`config.mk`:
```
export PLATFORM = sky130hd
export DESIGN_NAME = pc_sample_region_share_top
export DESIGN_NICKNAME = d
export VERILOG_FILES = /design/src/sv/psrs_pkg.sv /design/src/sv/psrs_divider.sv /design/src/sv/pc_sample_region_share_top.sv
export SDC_FILE = /design/constraint.sdc
export NUM_CORES = 1
export LEC_CHECK = 0
export BUFFER_PORTS_ARGS = -buffer_cell sky130_fd_sc_hd__buf_2
export CORE_MARGIN = 2
export CORE_UTILIZATION = 38
export CTS_CLUSTER_SIZE = 30
export DETAILED_ROUTE_END_ITERATION = 8
export PLACE_DENSITY = 0.5
export SYNTH_ARGS = -nofsm -noshare
export SYNTH_HDL_FRONTEND = slang
export SYNTH_SLANG_ARGS = --single-unit
```
`constraint.sdc`:
```
create_clock -name clk -period 7.1 [get_ports clk]
set_clock_uncertainty 0.1 [all_clocks]
set_input_delay 1.42 -clock clk [delete_from_list [all_inputs] [get_ports clk]]
set_output_delay 1.42 -clock clk [all_outputs]
set_load 0.02 [all_outputs]
```
`src/sv/psrs_pkg.sv`:
```
package psrs_pkg;

    localparam int PCT_WIDTH   = 7;
    localparam int CLS_WIDTH   = 2;
    localparam int CFG_IDX_W   = 3;
    localparam int DATA_WIDTH  = 32;
    localparam int OUT_TDATA_W = 32;

    localparam logic [15:0] MIN_SAMPLES_RESET = 16'd20;
    localparam int          PCT_SCALE         = 100;

    typedef enum logic [CLS_WIDTH-1:0] {
        CLS_A     = 2'd0,
        CLS_B     = 2'd1,
        CLS_OTHER = 2'd2,
        CLS_NONE  = 2'd3
    } sample_class_t;

    typedef enum logic {
        REQ_SAMPLE     = 1'b0,
        REQ_WINDOW_END = 1'b1
    } req_type_t;

    localparam logic [CFG_IDX_W-1:0] CFG_ENABLE      = 3'd0;
    localparam logic [CFG_IDX_W-1:0] CFG_MIN_SAMPLES = 3'd1;
    localparam logic [CFG_IDX_W-1:0] CFG_A_BASE      = 3'd2;
    localparam logic [CFG_IDX_W-1:0] CFG_A_SIZE      = 3'd3;
    localparam logic [CFG_IDX_W-1:0] CFG_B_BASE      = 3'd4;
    localparam logic [CFG_IDX_W-1:0] CFG_B_SIZE      = 3'd5;

    typedef struct packed {
        logic                 done;
        logic [PCT_WIDTH-1:0] quotient;
    } div_res_t;

endpackage

```
`src/sv/psrs_divider.sv`:
```
module psrs_divider
    import psrs_pkg::*;
#(
    parameter int NUM_WIDTH = 24,
    parameter int DEN_WIDTH = 18
)
(
    input  logic                 clk,
    input  logic                 rst_n,
    input  logic                 start,
    input  logic [NUM_WIDTH-1:0] dividend,
    input  logic [DEN_WIDTH-1:0] divisor,
    output div_res_t             res
);

    // Restoring division, one quotient bit per cycle. Quotient is known to
    // fit PCT_WIDTH bits (dividend < 2^PCT_WIDTH * divisor).
    localparam int SH_WIDTH = DEN_WIDTH + PCT_WIDTH - 1;
    localparam int RW       = (SH_WIDTH > NUM_WIDTH) ? SH_WIDTH : NUM_WIDTH;
    localparam int STEP_W   = $clog2(PCT_WIDTH);

    logic [RW-1:0]        rem_reg;
    logic [RW-1:0]        dsh_reg;
    logic [STEP_W-1:0]    step_reg;
    logic [PCT_WIDTH-1:0] quot_reg;
    logic                 busy_reg;
    logic                 done_reg;
    logic                 ge;
    logic [RW-1:0]        diff;

    assign ge   = (rem_reg >= dsh_reg);
    assign diff = rem_reg - dsh_reg;

    always_ff @(posedge clk or negedge rst_n)
    begin
        if (!rst_n)
        begin
            busy_reg <= 1'b0;
            done_reg <= 1'b0;
            step_reg <= '0;
        end
        else if (start)
        begin
            busy_reg <= 1'b1;
            done_reg <= 1'b0;
            step_reg <= STEP_W'(PCT_WIDTH - 1);
        end
        else if (busy_reg)
        begin
            if (step_reg == '0)
            begin
                busy_reg <= 1'b0;
                done_reg <= 1'b1;
            end
            else
            begin
                step_reg <= step_reg - 1'b1;
            end
        end
        else
        begin
            done_reg <= 1'b0;
        end
    end

    always_ff @(posedge clk)
    begin
        if (start)
        begin
            rem_reg <= RW'(dividend);
            dsh_reg <= RW'(divisor) << (PCT_WIDTH - 1);
        end
        else if (busy_reg)
        begin
            if (ge)
            begin
                rem_reg <= diff;
            end
            quot_reg <= {quot_reg[PCT_WIDTH-2:0], ge};
            dsh_reg  <= dsh_reg >> 1;
        end
    end

    assign res.done     = done_reg;
    assign res.quotient = quot_reg;

endmodule

```
`src/sv/pc_sample_region_share_top.sv`:
```
// Sampling profiler histogram. Each sample transfer carries a program counter
// that, while enabled, is classed as region A, region B or other (pc - base,
// mod 2^32, below size; a zero base turns the region off, A wins over B) and
// counted with saturation. A window-end transfer totals the counts and, if the
// total is nonzero and at least min_samples, publishes three rounded
// percentages; counts are cleared either way. The three percentages go one
// after another through a single restoring divider that produces one quotient
// bit per cycle; each is a load of the divider, 7 quotient bits and a step to
// take the quotient. Results leave through an output register, so a sample may
// be taken while the previous result is being transferred. Config writes are
// always ready.
module pc_sample_region_share_top
    import psrs_pkg::*;
#(
    parameter int COUNT_WIDTH = 16
)
(
    input  logic                   clk,
    input  logic                   rst_n,

    input  logic                   s_axis_tvalid,
    output logic                   s_axis_tready,
    input  logic [DATA_WIDTH-1:0]  s_axis_tdata,   // pc[31:0]
    input  logic                   s_axis_tuser,   // req_type[0]

    output logic                   m_axis_tvalid,
    input  logic                   m_axis_tready,
    // sample_class[1:0], share_a[8:2], share_b[15:9], share_other[22:16],
    // shares_valid[23], published[24], zero[31:25]
    output logic [OUT_TDATA_W-1:0] m_axis_tdata,

    input  logic                   cfg_valid,
    output logic                   cfg_ready,
    input  logic [CFG_IDX_W-1:0]   cfg_index,
    input  logic [DATA_WIDTH-1:0]  cfg_data
);

    localparam int TW   = COUNT_WIDTH + 2;
    localparam int NW   = COUNT_WIDTH + 8;
    localparam int CMPW = (TW > 16) ? TW : 16;
    localparam logic [COUNT_WIDTH-1:0] COUNT_MAX = '1;

    typedef enum logic [2:0] {
        ST_IDLE,
        ST_CHECK,
        ST_DIV_START,
        ST_DIV_WAIT,
        ST_FINISH
    } state_t;

    state_t                 state_reg, state_next;
    logic [COUNT_WIDTH-1:0] cnt_a_reg, cnt_a_next;
    logic [COUNT_WIDTH-1:0] cnt_b_reg, cnt_b_next;
    logic [COUNT_WIDTH-1:0] cnt_o_reg, cnt_o_next;
    logic [TW-1:0]          total_reg, total_next;
    logic [1:0]             sel_reg, sel_next;
    logic [PCT_WIDTH-1:0]   pct_reg [3];
    logic [PCT_WIDTH-1:0]   pct_next [3];
    logic                   vflag_reg, vflag_next;
    logic                   pub_reg, pub_next;
    logic                   out_valid_reg, out_valid_next;
    logic [OUT_TDATA_W-1:0] out_data_reg, out_data_next;

    logic                   enable_reg;
    logic [15:0]            min_samples_reg;
    logic [DATA_WIDTH-1:0]  a_base_reg, a_size_reg, b_base_reg, b_size_reg;

    logic                   accept;
    logic                   in_a, in_b;
    logic [DATA_WIDTH-1:0]  off_a, off_b;
    logic [COUNT_WIDTH-1:0] div_count;
    logic [NW-1:0]          dividend;
    logic                   div_start;
    div_res_t               div_res;

    function automatic logic [OUT_TDATA_W-1:0] pack_out(
        input sample_class_t        cls,
        input logic [PCT_WIDTH-1:0] sa,
        input logic [PCT_WIDTH-1:0] sb,
        input logic [PCT_WIDTH-1:0] so,
        input logic                 v,
        input logic                 p
    );
        logic [OUT_TDATA_W-1:0] w;
        w = '0;
        w[1:0]   = cls;
        w[8:2]   = sa;
        w[15:9]  = sb;
        w[22:16] = so;
        w[23]    = v;
        w[24]    = p;
        return w;
    endfunction

    assign cfg_ready     = 1'b1;
    assign accept        = s_axis_tvalid && s_axis_tready;
    assign s_axis_tready = (state_reg == ST_IDLE) && (!out_valid_reg || m_axis_tready);
    assign m_axis_tvalid = out_valid_reg;
    assign m_axis_tdata  = out_data_reg;

    assign off_a = s_axis_tdata - a_base_reg;
    assign off_b = s_axis_tdata - b_base_reg;
    assign in_a  = (a_base_reg != '0) && (off_a < a_size_reg);
    assign in_b  = (b_base_reg != '0) && (off_b < b_size_reg);

    // count * 100 + total / 2 as shifts and adds
    always_comb
    begin
        unique case (sel_reg)
            2'd0:    div_count = cnt_a_reg;
            2'd1:    div_count = cnt_b_reg;
            default: div_count = cnt_o_reg;
        endcase
    end

    assign dividend = (NW'(div_count) << 6) + (NW'(div_count) << 5)
                    + (NW'(div_count) << 2) + NW'(total_reg >> 1);
    assign div_start = (state_reg == ST_DIV_START);

    psrs_divider #(
        .NUM_WIDTH (NW),
        .DEN_WIDTH (TW)
    ) u_div (
        .clk      (clk),
        .rst_n    (rst_n),
        .start    (div_start),
        .dividend (dividend),
        .divisor  (total_reg),
        .res      (div_res)
    );

    always_comb
    begin
        state_next     = state_reg;
        cnt_a_next     = cnt_a_reg;
        cnt_b_next     = cnt_b_reg;
        cnt_o_next     = cnt_o_reg;
        total_next     = total_reg;
        sel_next       = sel_reg;
        pct_next       = pct_reg;
        vflag_next     = vflag_reg;
        pub_next       = pub_reg;
        out_valid_next = out_valid_reg && !m_axis_tready;
        out_data_next  = out_data_reg;

        unique case (state_reg)
            ST_IDLE:
            begin
                if (accept)
                begin
                    if (!enable_reg)
                    begin
                        vflag_next     = 1'b0;
                        out_valid_next = 1'b1;
                        out_data_next  = pack_out(CLS_NONE, pct_reg[0], pct_reg[1],
                                                  pct_reg[2], 1'b0, 1'b0);
                    end
                    else if (s_axis_tuser == REQ_SAMPLE)
                    begin
                        out_valid_next = 1'b1;
                        if (in_a)
                        begin
                            if (cnt_a_reg != COUNT_MAX)
                            begin
                                cnt_a_next = cnt_a_reg + 1'b1;
                            end
                            out_data_next = pack_out(CLS_A, pct_reg[0], pct_reg[1],
                                                     pct_reg[2], vflag_reg, 1'b0);
                        end
                        else if (in_b)
                        begin
                            if (cnt_b_reg != COUNT_MAX)
                            begin
                                cnt_b_next = cnt_b_reg + 1'b1;
                            end
                            out_data_next = pack_out(CLS_B, pct_reg[0], pct_reg[1],
                                                     pct_reg[2], vflag_reg, 1'b0);
                        end
                        else
                        begin
                            if (cnt_o_reg != COUNT_MAX)
                            begin
                                cnt_o_next = cnt_o_reg + 1'b1;
                            end
                            out_data_next = pack_out(CLS_OTHER, pct_reg[0], pct_reg[1],
                                                     pct_reg[2], vflag_reg, 1'b0);
                        end
                    end
                    else
                    begin
                        total_next = TW'(cnt_a_reg) + TW'(cnt_b_reg) + TW'(cnt_o_reg);
                        state_next = ST_CHECK;
                    end
                end
            end

            ST_CHECK:
            begin
                sel_next = 2'd0;
                if ((total_reg != '0) && (CMPW'(total_reg) >= CMPW'(min_samples_reg)))
                begin
                    state_next = ST_DIV_START;
                end
                else
                begin
                    pub_next   = 1'b0;
                    state_next = ST_FINISH;
                end
            end

            ST_DIV_START:
            begin
                state_next = ST_DIV_WAIT;
            end

            ST_DIV_WAIT:
            begin
                if (div_res.done)
                begin
                    pct_next[sel_reg] = div_res.quotient;
                    if (sel_reg == 2'd2)
                    begin
                        vflag_next = 1'b1;
                        pub_next   = 1'b1;
                        state_next = ST_FINISH;
                    end
                    else
                    begin
                        sel_next   = sel_reg + 1'b1;
                        state_next = ST_DIV_START;
                    end
                end
            end

            ST_FINISH:
            begin
                // counts feed the divider, so they are cleared only here
                cnt_a_next     = '0;
                cnt_b_next     = '0;
                cnt_o_next     = '0;
                // output register was free or drained when the item was taken
                out_valid_next = 1'b1;
                out_data_next  = pack_out(CLS_NONE, pct_reg[0], pct_reg[1],
                                          pct_reg[2], vflag_reg, pub_reg);
                state_next     = ST_IDLE;
            end

            default:
            begin
                state_next = ST_IDLE;
            end
        endcase
    end

    always_ff @(posedge clk or negedge rst_n)
    begin
        if (!rst_n)
        begin
            state_reg     <= ST_IDLE;
            cnt_a_reg     <= '0;
            cnt_b_reg     <= '0;
            cnt_o_reg     <= '0;
            total_reg     <= '0;
            sel_reg       <= 2'd0;
            pct_reg[0]    <= '0;
            pct_reg[1]    <= '0;
            pct_reg[2]    <= '0;
            vflag_reg     <= 1'b0;
            pub_reg       <= 1'b0;
            out_valid_reg <= 1'b0;
            out_data_reg  <= '0;
        end
        else
        begin
            state_reg     <= state_next;
            cnt_a_reg     <= cnt_a_next;
            cnt_b_reg     <= cnt_b_next;
            cnt_o_reg     <= cnt_o_next;
            total_reg     <= total_next;
            sel_reg       <= sel_next;
            pct_reg       <= pct_next;
            vflag_reg     <= vflag_next;
            pub_reg       <= pub_next;
            out_valid_reg <= out_valid_next;
            out_data_reg  <= out_data_next;
        end
    end

    always_ff @(posedge clk or negedge rst_n)
    begin
        if (!rst_n)
        begin
            enable_reg      <= 1'b1;
            min_samples_reg <= MIN_SAMPLES_RESET;
            a_base_reg      <= '0;
            a_size_reg      <= '0;
            b_base_reg      <= '0;
            b_size_reg      <= '0;
        end
        else if (cfg_valid && cfg_ready)
        begin
            case (cfg_index)
                CFG_ENABLE:      enable_reg      <= cfg_data[0];
                CFG_MIN_SAMPLES: min_samples_reg <= cfg_data[15:0];
                CFG_A_BASE:      a_base_reg      <= cfg_data;
                CFG_A_SIZE:      a_size_reg      <= cfg_data;
                CFG_B_BASE:      b_base_reg      <= cfg_data;
                CFG_B_SIZE:      b_size_reg      <= cfg_data;
                default:         ;
            endcase
        end
    end

endmodule
```
==> Word-level counts from Yosys, hierarchy flattened <==
Index checks and enable logic that the tools add are counted.
{ "totals": {"in_bits": 73, "memories": 0, "ram_bits": 0, "register_bits": 332, "wordCells": 186, "latchBits": 0, "mem_bits_ro": 0} }
{ "classes": {"n_div": 0, "eq_ne": 33, "n_mux": 65, "order_cmp": 6, "bitwise_logic": 2, "mul": 0, "add_sub_neg": 13, "reduce_logical": 41, "n_shift": 0} }
{ "op_table": {"columns": ["operator", "n"], "rows": [
  ["$mux 16", 17],
  ["$pmux 16 s2", 4],
  ["$mux 24", 5],
  ["$mux 32", 3],
  ["$lt 32x32->1", 2],
  ["$pmux 32 s2", 1],
  ["$reduce_bool 32->1", 2],
  ["$sub 32x32->32", 2],
  ["$add 16x1->16 const B", 3],
  ["$ne 16x16->1 const B", 3],
  ["$mux 3", 9],
  ["$ne 2x2->1 const B", 13],
  ["$add 23x18->24", 1],
  ["$add 24x17->24", 1],
  ["$ge 24x24->1", 1],
  ["$sub 24x24->24", 1],
  ["$add 22x21->23", 1],
  ["$bwmux 21", 1],
  ["$reduce_and 2->1", 10],
  ["$add 17x16->18", 1],
  ["$ge 18x16->1", 1],
  ["$reduce_bool 18->1", 1],
  ["$add 16x16->17", 1],
  ["$demux 7 s2", 1],
  ["other kinds (30)", 75]
]} }

==> Depth between registers and ports, before layout <==
{ "logic_depth": {"ltp_word": 9, "mapped_depth": 26} }

==> Cells and area by module <==
Synthesis repeated with hierarchy kept, for this count alone.
{ "unflattened": {"hier_cells": 2417, "area_unflattened_um2": 22655.5} }
{ "modules_own_cells": {"columns": ["mod", "instances", "area_each_um2", "seq_area_each_um2", "cells_each"], "rows": [
  ["pc_sample_region_share_top", 1, 18893.1, 6635.1, 2020],
  ["psrs_divider", 1, 3762.4, 1716.6, 397]
]} }

==> Worst setup path before layout <==
No wires, ideal clock.
{ "synth_path": {"kind": "input to register", "from": "input s_axis_tdata[0]", "to": "register cnt_b_reg[8]", "cell_stages": 24, "path_buffers": 3, "required_time_ns": 6.871, "t_arrival_ns": 5.945, "setup_ns": 0.129, "path_slack_ns": 0.925, "cell_sequence": "inv_1 -> ha_1 -> inv_1 -> fa_1 -> a211oi_2 -> o21ai_1 -> a311o_1 -> a311oi_2 -> o21ai_1 -> a2111oi_2 -> o21bai_1 -> a21oi_1 -> xnor2_1 -> ha_1 -> a21oi_1 -> o221ai_1 -> or3_1 -> a31o_2 -> nand2b_1 -> buf_2 -> buf_2 -> buf_2 -> o211ai_1 -> o31ai_1"} }
{ "synth_between": {"elab_chain_len": 5, "word_cells_on_any_way": 9, "classes_between": "add/sub (2); order compare (2); eq/ne (2); reduce/logical (3)"} }
{ "synth_lines": {"columns": ["item", "line", "source"], "rows": [
  ["from (decl)", "pc_sample_region_share_top.sv:23", "input logic [DATA_WIDTH-1:0] s_axis_tdata,"],
  ["$sub 32x32->32, on equally long branches", "pc_sample_region_share_top.sv:102, pc_sample_region_share_top.sv:101", null],
  ["$lt 32x32->1, on equally long branches", "pc_sample_region_share_top.sv:104, pc_sample_region_share_top.sv:103", null],
  ["$logic_and 1x1->1, on equally long branches", "pc_sample_region_share_top.sv:104, pc_sample_region_share_top.sv:103", null],
  ["$ne 2x2->1 (no source line)", null, null],
  ["$reduce_and 7->1 (no source line) (*)", null, null],
  ["to (signal assigned)", "pc_sample_region_share_top.sv:277", "cnt_b_reg <= cnt_b_next;"],
  ["to (decl)", "pc_sample_region_share_top.sv:53", "logic [COUNT_WIDTH-1:0] cnt_b_reg, cnt_b_next;"]
]} }
Every way passes the cells marked *; elsewhere a longest branch is shown, timed or not.
A chain may end at the register's enable or synchronous reset.

==> Worst setup path after layout <==
{ "layout_path": {"from": "input s_axis_tdata[0]", "to": "register cnt_o_reg[2]"} }
{ "layout_between": {"elab_chain_len": 5, "word_cells_on_any_way": 9, "classes_between": "add/sub (2); order compare (2); eq/ne (2); reduce/logical (3)"} }
{ "layout_lines": {"columns": ["item", "line", "source"], "rows": [
  ["$sub 32x32->32, on equally long branches", "pc_sample_region_share_top.sv:102, pc_sample_region_share_top.sv:101", null],
  ["$lt 32x32->1, on equally long branches", "pc_sample_region_share_top.sv:104, pc_sample_region_share_top.sv:103", null],
  ["$logic_and 1x1->1, on equally long branches", "pc_sample_region_share_top.sv:104, pc_sample_region_share_top.sv:103", null],
  ["$ne 2x2->1 (no source line)", null, null],
  ["$reduce_and 7->1 (no source line) (*)", null, null],
  ["to (signal assigned)", "pc_sample_region_share_top.sv:278", "cnt_o_reg <= cnt_o_next;"],
  ["to (decl)", "pc_sample_region_share_top.sv:54", "logic [COUNT_WIDTH-1:0] cnt_o_reg, cnt_o_next;"]
]} }
Marked as above.

==> metrics.md <==
| Metric | Value |
|---|---|
| Synth warnings | `0` |
| Core area | `59000 sq um` |
| Worst R2R Setup Slack | `around 1.3 ns` |
| Max-slew headroom | `0.391` |
| Multi-input logic area | `13100 sq um` |
| #FFs+latches synth | `around 330` |
| Crit Path Category | `in2reg` |
| TritonCTS buffer count | `42` |
| Post-route ant nets | `0` |
| Total GRT Usage | `0.203` |
| Clock Latency Late Sink | `0.58 ns` |
| Final wirelength | `62600 um` |
| Sequential cell area | `8350 sq um` |
| Layout area overhead | `12.7%` |
| Root Buffer | `clkbuf_16` |
| Area of the mapped netlist | `between 20000 and 25000 sq um` |
| Worst-path fanout max | `24` |
| Post-CTS Hold Buffers | `0` |
| Die area | `just over 60000 sq um` |
| Final hold violations | `0` |
| CP top delay family | `compound AO/OA/AOI/OAI gates` |
| Asr flop ratio synth | `0.831` |
| Worst-case clock buffer depth | `3` |
| Max-Cap Viols | `0` |
| EDFF count, synth | `49` |
| Mapped Cells | `about 2400` |
| Period minus WS final | `6.36 ns` |
| Cell variety after synth | `91` |
| R2R depth | `23` |
| DR DRC count | `0` |
| Synthesized area per cell | `about 9.4 sq um` |
| Most used DFF post-synth | `dfrtp_1` |
| Final HPWL from detailed placement | `48500 um` |
| CTS tree | `done` |
| Setup bufs post-CTS | `0` |
| Max Freq | `157 MHz` |
| Number of detailed-route iterations in the first pass | `5` |
| Worst-path clk slew | `around 0.06 ns` |
| Antenna cells | `0` |
| Via count | `between 15000 and 20000` |
| H-Tree Depth | `2` |
| Initial antenna violation count | `0` |
| TNS Setup | `0 ns` |
| CP max-delay cell | `a2111o_1` |
| Worst VDD drop | `between 0.2 and 0.25 mV` |
| Pwr dens | `approximately 360 nW/um^2` |
| Die height | `248 um` |
| Worst Path Buf+Inv | `5` |
| CP arrival | `between 6 and 7 ns` |
| Data required, critical path | `7.42 ns` |
| Cell Rows | `just under 90` |
| Number of global-route vias before repair | `18260` |
| Leak pwr | `12.0 nW` |
| CP Capture Type | `flop` |
| Mean number of vias per cell | `roughly 5.4` |
| Routed WL per cell | `approximately 19 um` |
| Worst setup SP type | `input port` |
| Commonest cells after routing, fill and taps aside | `inv_1, dfrtp_1, nand2_1` |
| Worst slew pin tran | `0.905 ns` |
| Critical path depth in cells | `25` |
| DR iter-0 viols | `about 970` |
| CP peak stage delay | `0.47 ns` |
| Fill count | `5757` |
| Worst reg2reg endpoint | `cnt_o_reg[2]` |
| Fin nets | `~2900` |
| Fraction of layout cells with a size suffix above 1 | `0.142` |
| Hold EP | `pct_reg[4]` |
| Min Hold Slack | `0.375 ns` |
| Tot Pwr | `~9 mW` |
| Met3 Usage GRT | `0.0231` |
| RR Startpoint | `b_base_reg[0]` |
| Hold path startpoint | `pct_reg[4]` |
| Gr busiest metal | `met2` |
| Initial Util | `0.385` |
| Largest net degree at the start of global routing | `130` |
| Die width | `248 um` |
| Commonest non-fill, non-tap cell in the layout | `inv_1` |
| M1 GR Usage | `0.281` |
| IO Pins | `108` |
| Min-delay worst type | `reg2reg` |
| CTS resizes | `0` |
| Hold depth | `2` |
| Routability Congestion | `0.872` |
| Status | `complete, no violations` |
| Seq/Total Area, Yosys | `0.368` |
| Gr ovfl total | `0` |
| Most used cell, CP | `a21o_1` |
| Global-route wire length before repair | `101000 um` |
| Met2 usage | `0.342` |
| Final Slew Violations | `0` |
| Port buffer count | `roughly 100` |
| RSZ-0062 raised after global routing | `false` |
| Clock sinks | `325` |
| Final Cycle Share | `0.895` |
| Final setup violation count | `0` |
[cell type report]
class / count / share of cell area
sequential: 325 / 0.326
multi-input combinational: 1746 / 0.510
clock inverter: 27 / 0.0118
timing repair buffer: 130 / 0.0298
tap: 773 / 0.0378
clock buffer: 51 / 0.0440
inverter: 272 / 0.0399
[per-layer routing]
| metal | vias to the layer above | share of wire |
|---|---|---|
| met2 | 291 | 0.47 |
| met5 | - | 0 |
| met3 | 67 | 0.036 |
| li1 | 8750 | - |
| met4 | 0 | 0.018 |
| met1 | 8807 | 0.47 |
[synthesized netlist by cell type, types with 36 or more instances]
library cell | n | area [sq um]
a21o_1 | 77 | 578
a21oi_1 | 117 | 586
clkbuf_1 | 60 | 225
dfrtp_1 | 267 | 6680
edfxtp_1 | 49 | 1470
fa_1 | 45 | 901
ha_1 | 219 | 2740
inv_1 | 272 | 1020
mux2_2 | 106 | 1190
nand2_1 | 245 | 920
nand3_1 | 66 | 330
nor2_1 | 100 | 375
o21ai_0 | 175 | 876
xnor2_1 | 62 | 543
xor2_1 | 36 | 315
[power breakdown]
group | internal [mW] | switching [mW]
clock network | 1.29 | 0.903
logic | 1.69 | 2.47
registers | 2.50 | 0.327
[worst max path at each step]
| stage | endpoint | from | slack [ns] |
|---|---|---|---|
| 4_1_cts | cnt_o_reg[7] | s_axis_tdata[0] | 0.77 |
| 2_1_floorplan | cnt_b_reg[8] | s_axis_tdata[0] | 0.93 |
| 5_1_grt | cnt_o_reg[7] | s_axis_tdata[0] | 0.38 |
| 3_5_place_dp | cnt_o_reg[7] | s_axis_tdata[0] | 0.19 |
| 3_3_place_gp | cnt_o_reg[4] | s_axis_tdata[0] | 0.26 |
| 6_report | cnt_o_reg[2] | s_axis_tdata[0] | 0.74 |
[through the flow]
step                cell area, sq um  std cells   util  setup slack (ns)
finish                         25600       3324  0.433             0.743
global route                   25600       3324  0.433             0.379
CTS                            25600       3324  0.433             0.767
detailed placement             24200       3246  0.409             0.191
global placement               24200       3246  0.409             0.264
floorplan                      22700       2420      -             0.925
[cells by family (layout without fill, tap and decap cells)]
group                      Yosys count  in the layout  share of synthesized area
buffers and inverters              349            480                     0.0604
adders and majority gates          264            264                      0.160
other                                2              8                   0.000331
AOI/OAI and AO/OA                  601            601                      0.173
DFF                                325            325                      0.368
xor gates and xnor gates            98             98                     0.0378
muxes                              120            120                     0.0588
and+or+nand+nor                    655            655                      0.141
[tightest hold or removal path: cells and delay by family (launching register included)]
| kind | cells | cell delay [ns] |
|---|---|---|
| flops | 1 | 0.34 |
| simple gates | 2 | 0.10 |
(Power assumes the default switching activity.)
